## config.mk

```make
export PLATFORM = sky130hd
export DESIGN_NAME = addressable_led_frame_encoder
export DESIGN_NICKNAME = d
export VERILOG_FILES = /design/src/sv/lfe_pkg.sv /design/src/sv/lfe_store.sv /design/src/sv/lfe_ctrl.sv /design/src/sv/addressable_led_frame_encoder.sv
export SDC_FILE = /design/constraint.sdc
export NUM_CORES = 2
export LEC_CHECK = 0
export BUFFER_PORTS_ARGS = -buffer_cell sky130_fd_sc_hd__buf_2
export CAP_MARGIN = 0
export CORE_UTILIZATION = 45
export CTS_CLUSTER_DIAMETER = 30
export DETAILED_ROUTE_END_ITERATION = 10
export PLACE_DENSITY = 0.71
export SLEW_MARGIN = 20
export SYNTH_ARGS = -nofsm -noshare
export SYNTH_HDL_FRONTEND = slang
export SYNTH_HIERARCHICAL = 1
export SYNTH_SLANG_ARGS = --single-unit
```

## constraint.sdc

```tcl
create_clock -name clk -period 4.47 [get_ports clk]
set_input_delay 0.447 -clock clk [delete_from_list [all_inputs] [get_ports clk]]
set_output_delay 0.447 -clock clk [all_outputs]
set_load 0.05 [all_outputs]
```

## src/sv/lfe_pkg.sv

```systemverilog
`timescale 1ns / 1ps
// ----------------------------------------------------------------------------
// lfe_pkg
// Shared constants, codes and types of the addressable LED frame encoder.
// ----------------------------------------------------------------------------
package lfe_pkg;

	// Size of the colour store
	localparam int LED_COUNT = 64;
	localparam int IDX_W     = (LED_COUNT > 1) ? $clog2(LED_COUNT) : 1;

	// Field widths
	localparam int REQ_W   = 2;
	localparam int LIDX_W  = 12;
	localparam int COLOR_W = 24;
	localparam int BYTE_W  = 8;

	// LED count held one bit wider than an LED index field, so 4096 fits
	localparam logic [LIDX_W:0] LED_LIMIT = (LIDX_W + 1)'(LED_COUNT);

	// Line bytes per LED
	localparam int BITS_PER_LED = 24;
	localparam int CNT_W        = $clog2(BITS_PER_LED);
	localparam logic [CNT_W-1:0] CNT_LAST = CNT_W'(BITS_PER_LED - 1);

	// Configuration register indexes and reset values
	localparam int CFG_IDX_W = 1;
	localparam logic [CFG_IDX_W-1:0] CFG_ONE_PATTERN  = 1'b0;
	localparam logic [CFG_IDX_W-1:0] CFG_ZERO_PATTERN = 1'b1;
	localparam logic [BYTE_W-1:0] ONE_PATTERN_RST  = 8'hF8;
	localparam logic [BYTE_W-1:0] ZERO_PATTERN_RST = 8'hC0;

	// Result kinds
	localparam logic KIND_COLOR = 1'b0;
	localparam logic KIND_LINE  = 1'b1;

	typedef enum logic [REQ_W-1:0] {
		REQ_WRITE = 2'd0,
		REQ_READ  = 2'd1,
		REQ_CLEAR = 2'd2,
		REQ_EMIT  = 2'd3
	} req_t;

	typedef enum logic [2:0] {
		ST_IDLE,
		ST_FILL,
		ST_RD_WAIT,
		ST_RD_RESP,
		ST_EM_WAIT,
		ST_EMIT
	} state_t;

	// Access to the colour store from the controller
	typedef struct packed {
		logic               wr_en;
		logic [IDX_W-1:0]   wr_addr;
		logic [COLOR_W-1:0] wr_data;
		logic               rd_en;
		logic [IDX_W-1:0]   rd_addr;
		logic               clr_all;
	} store_req_t;

	// Reorder packed RGB into line order: green, red, blue
	function automatic logic [COLOR_W-1:0] to_grb(input logic [COLOR_W-1:0] rgb);
		to_grb = {rgb[15:8], rgb[23:16], rgb[7:0]};
	endfunction

endpackage

```

## src/sv/lfe_store.sv

```systemverilog
`timescale 1ns / 1ps
// ----------------------------------------------------------------------------
// lfe_store
// Colour store: one synchronous RAM entry per LED with a registered read port,
// and a valid bit per entry so reset and clear-all take effect at once.
// ----------------------------------------------------------------------------
module lfe_store (
	input  logic                        clk,
	input  logic                        arst_n,
	input  lfe_pkg::store_req_t         req,
	output logic [lfe_pkg::COLOR_W-1:0] rd_color
);

	logic [lfe_pkg::COLOR_W-1:0]   mem [lfe_pkg::LED_COUNT];
	logic [lfe_pkg::LED_COUNT-1:0] vld_q;
	logic [lfe_pkg::COLOR_W-1:0]   rd_data_q;
	logic                          rd_vld_q;

	// Write port and registered read port
	always_ff @(posedge clk) begin
		if (req.wr_en) begin
			mem[req.wr_addr] <= req.wr_data;
		end
		if (req.rd_en) begin
			rd_data_q <= mem[req.rd_addr];
		end
	end

	// Track which entries hold written data; clear drops them all
	always_ff @(posedge clk or negedge arst_n) begin
		if (!arst_n) begin
			vld_q    <= '0;
			rd_vld_q <= 1'b0;
		end else begin
			if (req.clr_all) begin
				vld_q <= '0;
			end else if (req.wr_en) begin
				vld_q[req.wr_addr] <= 1'b1;
			end
			if (req.rd_en) begin
				rd_vld_q <= vld_q[req.rd_addr];
			end
		end
	end

	// An entry never written since the last clear reads as off
	assign rd_color = rd_vld_q ? rd_data_q : '0;

endmodule

```

## src/sv/lfe_ctrl.sv

```systemverilog
`timescale 1ns / 1ps
// ----------------------------------------------------------------------------
// lfe_ctrl
// Request sequencer: walks range writes through the store, issues reads and clears,
// and serialises one LED into 24 line bytes.
// ----------------------------------------------------------------------------
module lfe_ctrl (
	input  logic                        clk,
	input  logic                        arst_n,
	// request channel
	input  logic                        in_valid,
	output logic                        in_stall,
	input  logic [lfe_pkg::REQ_W-1:0]   req_type,
	input  logic [lfe_pkg::LIDX_W-1:0]  range_start,
	input  logic [lfe_pkg::LIDX_W-1:0]  range_stop,
	input  logic [lfe_pkg::LIDX_W-1:0]  led_index,
	input  logic [lfe_pkg::COLOR_W-1:0] color,
	// result channel
	output logic                        out_valid,
	input  logic                        out_stall,
	output logic                        result_kind,
	output logic [lfe_pkg::COLOR_W-1:0] read_color,
	output logic [lfe_pkg::BYTE_W-1:0]  line_byte,
	output logic                        last,
	// line patterns
	input  logic [lfe_pkg::BYTE_W-1:0]  one_pattern,
	input  logic [lfe_pkg::BYTE_W-1:0]  zero_pattern,
	// colour store
	output lfe_pkg::store_req_t         store_req,
	input  logic [lfe_pkg::COLOR_W-1:0] rd_color
);

	lfe_pkg::state_t state_q, state_d;

	logic [lfe_pkg::IDX_W-1:0]   cursor_q;
	logic [lfe_pkg::IDX_W-1:0]   stop_q;
	logic [lfe_pkg::COLOR_W-1:0] fill_color_q;
	logic                        in_range_q;
	logic [lfe_pkg::COLOR_W-1:0] color_q;
	logic [lfe_pkg::COLOR_W-1:0] grb_q;
	logic [lfe_pkg::CNT_W-1:0]   cnt_q;

	logic in_acc;
	logic out_acc;
	logic fill_ok;
	logic idx_ok;
	logic fill_end;
	logic [lfe_pkg::COLOR_W-1:0] fetched;

	// Request decode
	assign in_acc   = in_valid && !in_stall;
	assign out_acc  = out_valid && !out_stall;
	assign fill_ok  = ({1'b0, range_stop} < lfe_pkg::LED_LIMIT) && (range_start <= range_stop);
	assign idx_ok   = ({1'b0, led_index} < lfe_pkg::LED_LIMIT);
	assign fill_end = (cursor_q == stop_q);
	assign fetched  = in_range_q ? rd_color : '0;

	// Next state
	always_comb begin
		state_d = state_q;
		case (state_q)
			lfe_pkg::ST_IDLE: begin
				if (in_valid) begin
					case (lfe_pkg::req_t'(req_type))
						lfe_pkg::REQ_WRITE: if (fill_ok) state_d = lfe_pkg::ST_FILL;
						lfe_pkg::REQ_READ:  state_d = lfe_pkg::ST_RD_WAIT;
						lfe_pkg::REQ_EMIT:  state_d = lfe_pkg::ST_EM_WAIT;
						default:            state_d = lfe_pkg::ST_IDLE;
					endcase
				end
			end
			lfe_pkg::ST_FILL:    if (fill_end) state_d = lfe_pkg::ST_IDLE;
			lfe_pkg::ST_RD_WAIT: state_d = lfe_pkg::ST_RD_RESP;
			lfe_pkg::ST_RD_RESP: if (!out_stall) state_d = lfe_pkg::ST_IDLE;
			lfe_pkg::ST_EM_WAIT: state_d = lfe_pkg::ST_EMIT;
			lfe_pkg::ST_EMIT: begin
				if (!out_stall && cnt_q == lfe_pkg::CNT_LAST) state_d = lfe_pkg::ST_IDLE;
			end
			default: state_d = lfe_pkg::ST_IDLE;
		endcase
	end

	// Outputs
	always_comb begin
		in_stall          = (state_q != lfe_pkg::ST_IDLE);
		out_valid         = 1'b0;
		result_kind       = lfe_pkg::KIND_COLOR;
		read_color        = '0;
		line_byte         = '0;
		last              = 1'b0;
		store_req.wr_en   = 1'b0;
		store_req.wr_addr = cursor_q;
		store_req.wr_data = fill_color_q;
		store_req.rd_en   = 1'b0;
		store_req.rd_addr = led_index[lfe_pkg::IDX_W-1:0];
		store_req.clr_all = 1'b0;
		case (state_q)
			lfe_pkg::ST_IDLE: begin
				store_req.rd_en   = in_valid && (req_type == lfe_pkg::REQ_READ ||
				                                 req_type == lfe_pkg::REQ_EMIT);
				store_req.clr_all = in_valid && (req_type == lfe_pkg::REQ_CLEAR);
			end
			lfe_pkg::ST_FILL: begin
				store_req.wr_en = 1'b1;
			end
			lfe_pkg::ST_RD_RESP: begin
				out_valid  = 1'b1;
				read_color = color_q;
				last       = 1'b1;
			end
			lfe_pkg::ST_EMIT: begin
				out_valid   = 1'b1;
				result_kind = lfe_pkg::KIND_LINE;
				line_byte   = grb_q[lfe_pkg::COLOR_W-1] ? one_pattern : zero_pattern;
				last        = (cnt_q == lfe_pkg::CNT_LAST);
			end
			default: begin
				out_valid = 1'b0;
			end
		endcase
	end

	// State register
	always_ff @(posedge clk or negedge arst_n) begin
		if (!arst_n) begin
			state_q <= lfe_pkg::ST_IDLE;
		end else begin
			state_q <= state_d;
		end
	end

	// Datapath: capture the request, advance the fill cursor, shift the bits out
	always_ff @(posedge clk) begin
		if (in_acc) begin
			cursor_q     <= range_start[lfe_pkg::IDX_W-1:0];
			stop_q       <= range_stop[lfe_pkg::IDX_W-1:0];
			fill_color_q <= color;
			in_range_q   <= idx_ok;
		end else if (state_q == lfe_pkg::ST_FILL) begin
			cursor_q <= cursor_q + 1'b1;
		end
		if (state_q == lfe_pkg::ST_RD_WAIT) begin
			color_q <= fetched;
		end
		if (state_q == lfe_pkg::ST_EM_WAIT) begin
			grb_q <= lfe_pkg::to_grb(fetched);
			cnt_q <= '0;
		end else if (state_q == lfe_pkg::ST_EMIT && out_acc) begin
			grb_q <= {grb_q[lfe_pkg::COLOR_W-2:0], 1'b0};
			cnt_q <= cnt_q + 1'b1;
		end
	end

endmodule

```

## src/sv/addressable_led_frame_encoder.sv

```systemverilog
`timescale 1ns / 1ps
// A request beat issues the store read; RD_WAIT or EM_WAIT registers the fetched colour,
// and the read answer or the first line byte is then offered. Emit sends 24 bytes one a
// cycle while out_stall is low; a range write takes its request beat, then one store entry
// a cycle; a clear is taken with its request beat; one request at a time.
// Reset: every LED reads as off at once through per-entry valid bits (no sweep);
// one_pattern returns to 0xF8 and zero_pattern to 0xC0.
// ----------------------------------------------------------------------------
// addressable_led_frame_encoder
// LED colour store with range write, read, clear and line-code emit requests.
// ----------------------------------------------------------------------------
module addressable_led_frame_encoder (
	input  logic                          clk,
	input  logic                          arst_n,
	// request channel
	input  logic                          in_valid,
	output logic                          in_stall,
	input  logic [lfe_pkg::REQ_W-1:0]     req_type,
	input  logic [lfe_pkg::LIDX_W-1:0]    range_start,
	input  logic [lfe_pkg::LIDX_W-1:0]    range_stop,
	input  logic [lfe_pkg::LIDX_W-1:0]    led_index,
	input  logic [lfe_pkg::COLOR_W-1:0]   color,
	// result channel
	output logic                          out_valid,
	input  logic                          out_stall,
	output logic                          result_kind,
	output logic [lfe_pkg::COLOR_W-1:0]   read_color,
	output logic [lfe_pkg::BYTE_W-1:0]    line_byte,
	output logic                          last,
	// configuration write channel
	input  logic                          cfg_valid,
	output logic                          cfg_ready,
	input  logic [lfe_pkg::CFG_IDX_W-1:0] cfg_index,
	input  logic [lfe_pkg::BYTE_W-1:0]    cfg_data
);

	logic [lfe_pkg::BYTE_W-1:0]  one_pattern_q;
	logic [lfe_pkg::BYTE_W-1:0]  zero_pattern_q;
	lfe_pkg::store_req_t         store_req;
	logic [lfe_pkg::COLOR_W-1:0] rd_color;

	// Configuration registers take a beat every cycle
	assign cfg_ready = 1'b1;

	always_ff @(posedge clk or negedge arst_n) begin
		if (!arst_n) begin
			one_pattern_q  <= lfe_pkg::ONE_PATTERN_RST;
			zero_pattern_q <= lfe_pkg::ZERO_PATTERN_RST;
		end else if (cfg_valid && cfg_ready) begin
			case (cfg_index)
				lfe_pkg::CFG_ONE_PATTERN:  one_pattern_q  <= cfg_data;
				lfe_pkg::CFG_ZERO_PATTERN: zero_pattern_q <= cfg_data;
				default:                   one_pattern_q  <= one_pattern_q;
			endcase
		end
	end

	lfe_ctrl u_ctrl (
		.clk          (clk),
		.arst_n       (arst_n),
		.in_valid     (in_valid),
		.in_stall     (in_stall),
		.req_type     (req_type),
		.range_start  (range_start),
		.range_stop   (range_stop),
		.led_index    (led_index),
		.color        (color),
		.out_valid    (out_valid),
		.out_stall    (out_stall),
		.result_kind  (result_kind),
		.read_color   (read_color),
		.line_byte    (line_byte),
		.last         (last),
		.one_pattern  (one_pattern_q),
		.zero_pattern (zero_pattern_q),
		.store_req    (store_req),
		.rd_color     (rd_color)
	);

	lfe_store u_store (
		.clk      (clk),
		.arst_n   (arst_n),
		.req      (store_req),
		.rd_color (rd_color)
	);

	// One request at a time: no request beat while a result is offered
	a_no_overlap: assert property (@(posedge clk) disable iff (!arst_n)
		(in_valid && !in_stall) |-> !out_valid)
		else $error("request accepted while a result is pending");

	// An emit keeps going until its last byte
	a_emit_continues: assert property (@(posedge clk) disable iff (!arst_n)
		(out_valid && !out_stall && !last) |=> (out_valid && result_kind))
		else $error("line byte stream broke before its last byte");

	// A read answer is a single, last beat with no line byte
	a_read_single: assert property (@(posedge clk) disable iff (!arst_n)
		(out_valid && !result_kind) |-> (last && line_byte == '0))
		else $error("malformed read answer");

	// Line bytes carry no colour
	a_line_no_color: assert property (@(posedge clk) disable iff (!arst_n)
		(out_valid && result_kind) |-> (read_color == '0))
		else $error("line byte carries a colour");

endmodule

```

# Word-level counts from Yosys, hierarchy flattened
# Memories as Yosys holds them, arrays and structs flattened. A register that Yosys moved wholly into a read port is not among the register bits.
# Index checks and enable logic that the tools add are counted.
# classes
n_lt_le_gt_ge	6
n_reduce_logical	21
n_eq_ne	15
add_sub_neg	2
n_mux	30
bitwise	2
# op_table
op	n
64-bit 2-to-1 mux	2
24-bit 2-to-1 mux	5
64-bit bitwise OR	1
12-bit by 7-bit < comparator with 1-bit output, second input constant	2
3-bit one-hot mux with 6 select lines	1
8-bit 2-to-1 mux	2
3-bit 2-to-1 mux	5
6-bit by 7-bit < comparator with 1-bit output, second input constant	2
12-bit less-or-equal comparator	1
6-bit 2-to-1 mux	2
1-bit 2-to-1 mux	9
3-bit one-hot mux with 3 select lines	1
1-bit logical AND	8
6-bit by 1-bit adder with 6-bit output, second input constant	1
1-bit binary-select mux with 6-bit select	1
1-bit demux with 6-bit select	1
3-bit by 2-bit == test with 1-bit output, second input constant	2
3-bit == test, second input constant	2
6-bit == test	1
6-bit by 1-bit greater-or-equal comparator with 1-bit output, second input constant	1
2-bit nonzero test	3
5-bit by 1-bit adder with 5-bit output, second input constant	1
5-bit == test, second input constant	1
5-bit AND reduction	1
15 further kinds	20
# totals
elab_cells	89
reg_bits	174
memories	1
out_inout_bits	37
ram_bits	1536
inputBits	76
# memory_table
name	depth	width	rd	rd_clocked_by_memory_dff	wr	line	text
u_store.mem	64	24	1	1	1	lfe_store.sv:14	logic [lfe_pkg::COLOR_W-1:0] mem [lfe_pkg::LED_COUNT];

# Depth between registers and ports, before layout
# depth
ltp_word	7
depth_mapped	10

# Modules after synthesis
# The synthesis kept the hierarchy.
# by_module_without_submodules
module	cells_each	n_inst	area_each_um2
lfe_store	2626	1	61944.4
lfe_ctrl	325	1	4393.0
addressable_led_frame_encoder	37	1	661.9

# Least setup slack after synthesis
# Ideal clock, no wire load.
# synth_path
kind	register to register
start	register u_ctrl.state_q[1]
end	memory u_store/mem[48][0] in the netlist's numbering, enable pin
period_less_slack_ns	4.116
setup_ns	0.469
path_buffers	0
required_ns	4.001
setup_slack_ns	0.354
path_stages_with_launch	7
t_arrival_ns	3.647
path_cell_list	dfrtp_1 -> nor2_1 -> nand2_1 -> inv_1 -> nand3_1 -> or2_2 -> nor4_1
# synth_rtl
element	line	text
from (decl)	lfe_ctrl.sv:33	lfe_pkg::state_t state_q, state_d;
from (signal assigned)	lfe_ctrl.sv:126	state_q <= lfe_pkg::ST_IDLE;
from (signal assigned)	lfe_ctrl.sv:128	state_q <= state_d;
to (decl)	lfe_store.sv:14	

==> impl_results.md <==
* Share of the synthesized area in the top cell type at 0.737
* First-pass GRT wire length at 247 mm
* Nets at 3546
* Routed WL at 172 mm
* Sequential Power Share at 0.424
* Tmin final at 3.50 ns
* Power share of the combinational group at 0.100
* Internal at 35.1 mW
* Longest Clk Path Bufs at 4
* Static leakage at 26.8 nW
* Initial antenna violation count at 9
* I/O Buffers at 111
* Largest area contributor in the netlist: edfxtp_1
* Syn_nets at 3078
* Die width at 388 microns
* Setup_tns at 0 ns
* Root Driver: clkbuf_16
* NetSw at 11.5 mW
* Post_cts resized at 0
* Crit. End Element: flip-flop
* Sw frac at 0.247
* Iter 0 DRT Violations at 4307
* Total power at 46.5 mW
* Placement Setup Slack at 0.680 ns
* # H-tree levels at 5
* Crit path launch type: flip-flop
* CTS sink cnt at 1734
* Synth Flop Type: edfxtp_1
* Final period util at 0.784
* Routability congestion estimate at 0.840
* Pin count of the biggest net entering global routing at 65
* CTS tree: yes
* IO Pins at 113
* FF+latch count, synth at 1734
* Hold WC Path Type: in -> reg
* Vias at 33900
* Worst Path Class, Setup: reg -> reg
* Pwr Density at 570 nW/um^2
* Initial Util at 0.453
* Synth unique cells at 61
* Clk pin slew, worst setup/hold paths at 0.05 ns
* Area delta synth->final at 21.8%
* Peak supply drop at 0.345 mV
* Cells after Synth at 2988
* Worst skew pair latency at 0.88 ns
* Unrepaired setup endpoints after global routing: no
* DR WL/cell at 30.7 microns
* Layout fillers at 10500
* Data arrival, critical path at 4.03 ns
* Die area at 150000 sq um
* Mean post-synth cell area at 22.4 sq um
* Max Cap Viol at 0
* GRT overflow at 0
* Fin. max-slew vios at 0
* # DRC at 0
* Post-route setup slack at 0.967 ns
* Yosys warnings at 6
* Status: complete, no violations
* Hpwl dp at 90.1 mm
* Row cnt at 141
* Fin. Hold Viols at 0
* Fin area at 81600 sq um
* Worst Path Required at 4.99 ns
* Clk pwr share at 0.475
* Slew HR at 0.249
* Gr usage total at 0.230
* Placeable core area at 148000 sq um
* Routed Antenna Nets at 0
* Fraction of registers with async set/reset at 0.0484
* Top post-synthesis cells by count: edfxtp_1 (1645), mux4_2 (489), nor2_1 (229), dfrtp_1 (77), clkbuf_1 (76)
* Most common cell in the netlist: edfxtp_1
* Final Skew at 0.0484 ns
* Sequential area share after synthesis at 0.770
* Routed vias/inst at 6.04
* Cell area after synthesis at 67000 sq um
* Chip height at 388 microns
* Max Clk Rate at 285 MHz
* Drt first pass iters at 6
* CP Max Fanout at 21
* Hold slack at 0.0581 ns
* Final setup viols at 0
* Synth top area cells: edfxtp_1 (74%), mux4_2 (16%), dfrtp_1 (2.9%)
* Inserted Clock Buffers at 304
* Placed Area at 71200 sq um
* Number of enable flip-flop cells after synthesis at 1645
* Vias in the first global route at 35300
* Worst slew pin tran at 1.13 ns
* Layout cell share with drive strength beyond 1 at 0.368
==> per-layer routing <==
| metal | vias to the layer above | global-route usage | part of all wire |
|---|---|---|---|
| li1 | 13500 | - | - |
| met1 | 17800 | 0.297 | 0.37 |
| met2 | 2171 | 0.374 | 0.49 |
| met3 | 395 | 0.0552 | 0.10 |
| met4 | 4 | 0.0960 | 0.041 |
| met5 | - | 0 | 0.00019 |
==> power groups by stage <==
| stage | logic (mW) | registers, mW | clock network (mW) |
|---|---|---|---|
| after detailed placement | 4.52 | 20.0 | 0 |
| after CTS | 4.61 | 19.7 | 22.3 |
| after global routing | 4.89 | 19.8 | 23.0 |
| after floorplan | 2.74 | 19.9 | 0 |
| after global placement | 4.42 | 19.9 | 0 |
| final | 4.66 | 19.7 | 22.1 |
==> what timing repair did <==
item | in CTS | in global routing
endpoints found under the setup margin | 0 | 0
setup buffers | 0 | 0
hold buffers | 54 | 0
endpoints found under the hold margin | 102 | 0
==> cell usage in the layout (no fill, tap or decap), types with 29 or more instances in the layout <==
cell	synthesis	final
edfxtp_1	1645	1645
clkinv_1	0	30
clkbuf_1	76	33
clkbuf_16	0	311
buf_4	9	133
clkinv_2	0	36
clkinvlp_4	0	29
dfrtp_1	77	77
buf_2	48	106
nor2_1	229	170
nor2_4	0	47
and2_1	75	75
mux4_2	489	489
o22ai_1	34	34
dlygate4sd3_1	0	54
inv_6	0	29
==> area by class of cell <==
class	count	area, sq um	area share
sequential	1734	51600	0.632
multi-input combinational	1072	15000	0.184
clock buffer	345	7920	0.0970
timing repair buffer	324	2670	0.0327
tap	1930	2410	0.0296
clock inverter	188	1910	0.0234
inverter	20	75.1	0.000920
antenna	5	12.5	0.000153
==> stage by stage <==
stage,utilization,std cells
detailed placement,0.481,5024
finish,0.552,5618
CTS,0.552,5611
global placement,0.481,5023
floorplan,-,2988
global route,0.552,5614
==> sequential cells by signal, indices dropped and copies added (netlist names), 8 cells and up <==
register	flops
one_pattern_q	8
u_ctrl/color_q	24
u_ctrl/fill_color_q	24
u_ctrl/grb_q	24
u_store/mem	1536
u_store/rd_data_q	24
u_store/vld_q	64
zero_pattern_q	8
==> cell families after synthesis <==
kind of cell / after synthesis / synth area share
flip-flops: 1734 / 0.770
adder cells (fa/ha/maj): 14 / 0.00261
buffers and inverters: 182 / 0.0122
XOR/XNOR: 14 / 0.00183
AO/OA/AOI/OAI: 90 / 0.00937
other: 1 / 0.0000560
AND/OR/NAND/NOR: 396 / 0.0280
multiplexers: 557 / 0.176
==> critical path, cell delays in order, from the launching register on <==
cell	delay [ns]
dfrtp_1	0.51
nor2_1	0.23
nand2_1	0.29
inv_1	0.26
nor2b_1	0.28
nand3_1	0.59
nor2_2	0.69
buf_12	0.30
==> final timing paths <==
kind	from	endpoint	slack, ns	cells after the start
min in group asynchronous	arst_n	u_ctrl/state_q[1]	0.18	2
hold reg to reg	u_store/vld_q[45]	u_store/vld_q[45]	0.49	2
hold / removal	req_type[0]	u_ctrl/state_q[0]	0.06	4
max in group asynchronous	arst_n	u_store/vld_q[13]	3.29	3
setup / recovery	u_ctrl/state_q[2]	u_store/mem[46][16]	0.97	7
setup reg to reg	u_ctrl/state_q[2]	u_store/mem[46][16]	0.97	7
Note: power is estimated with default switching activity, not from simulation.
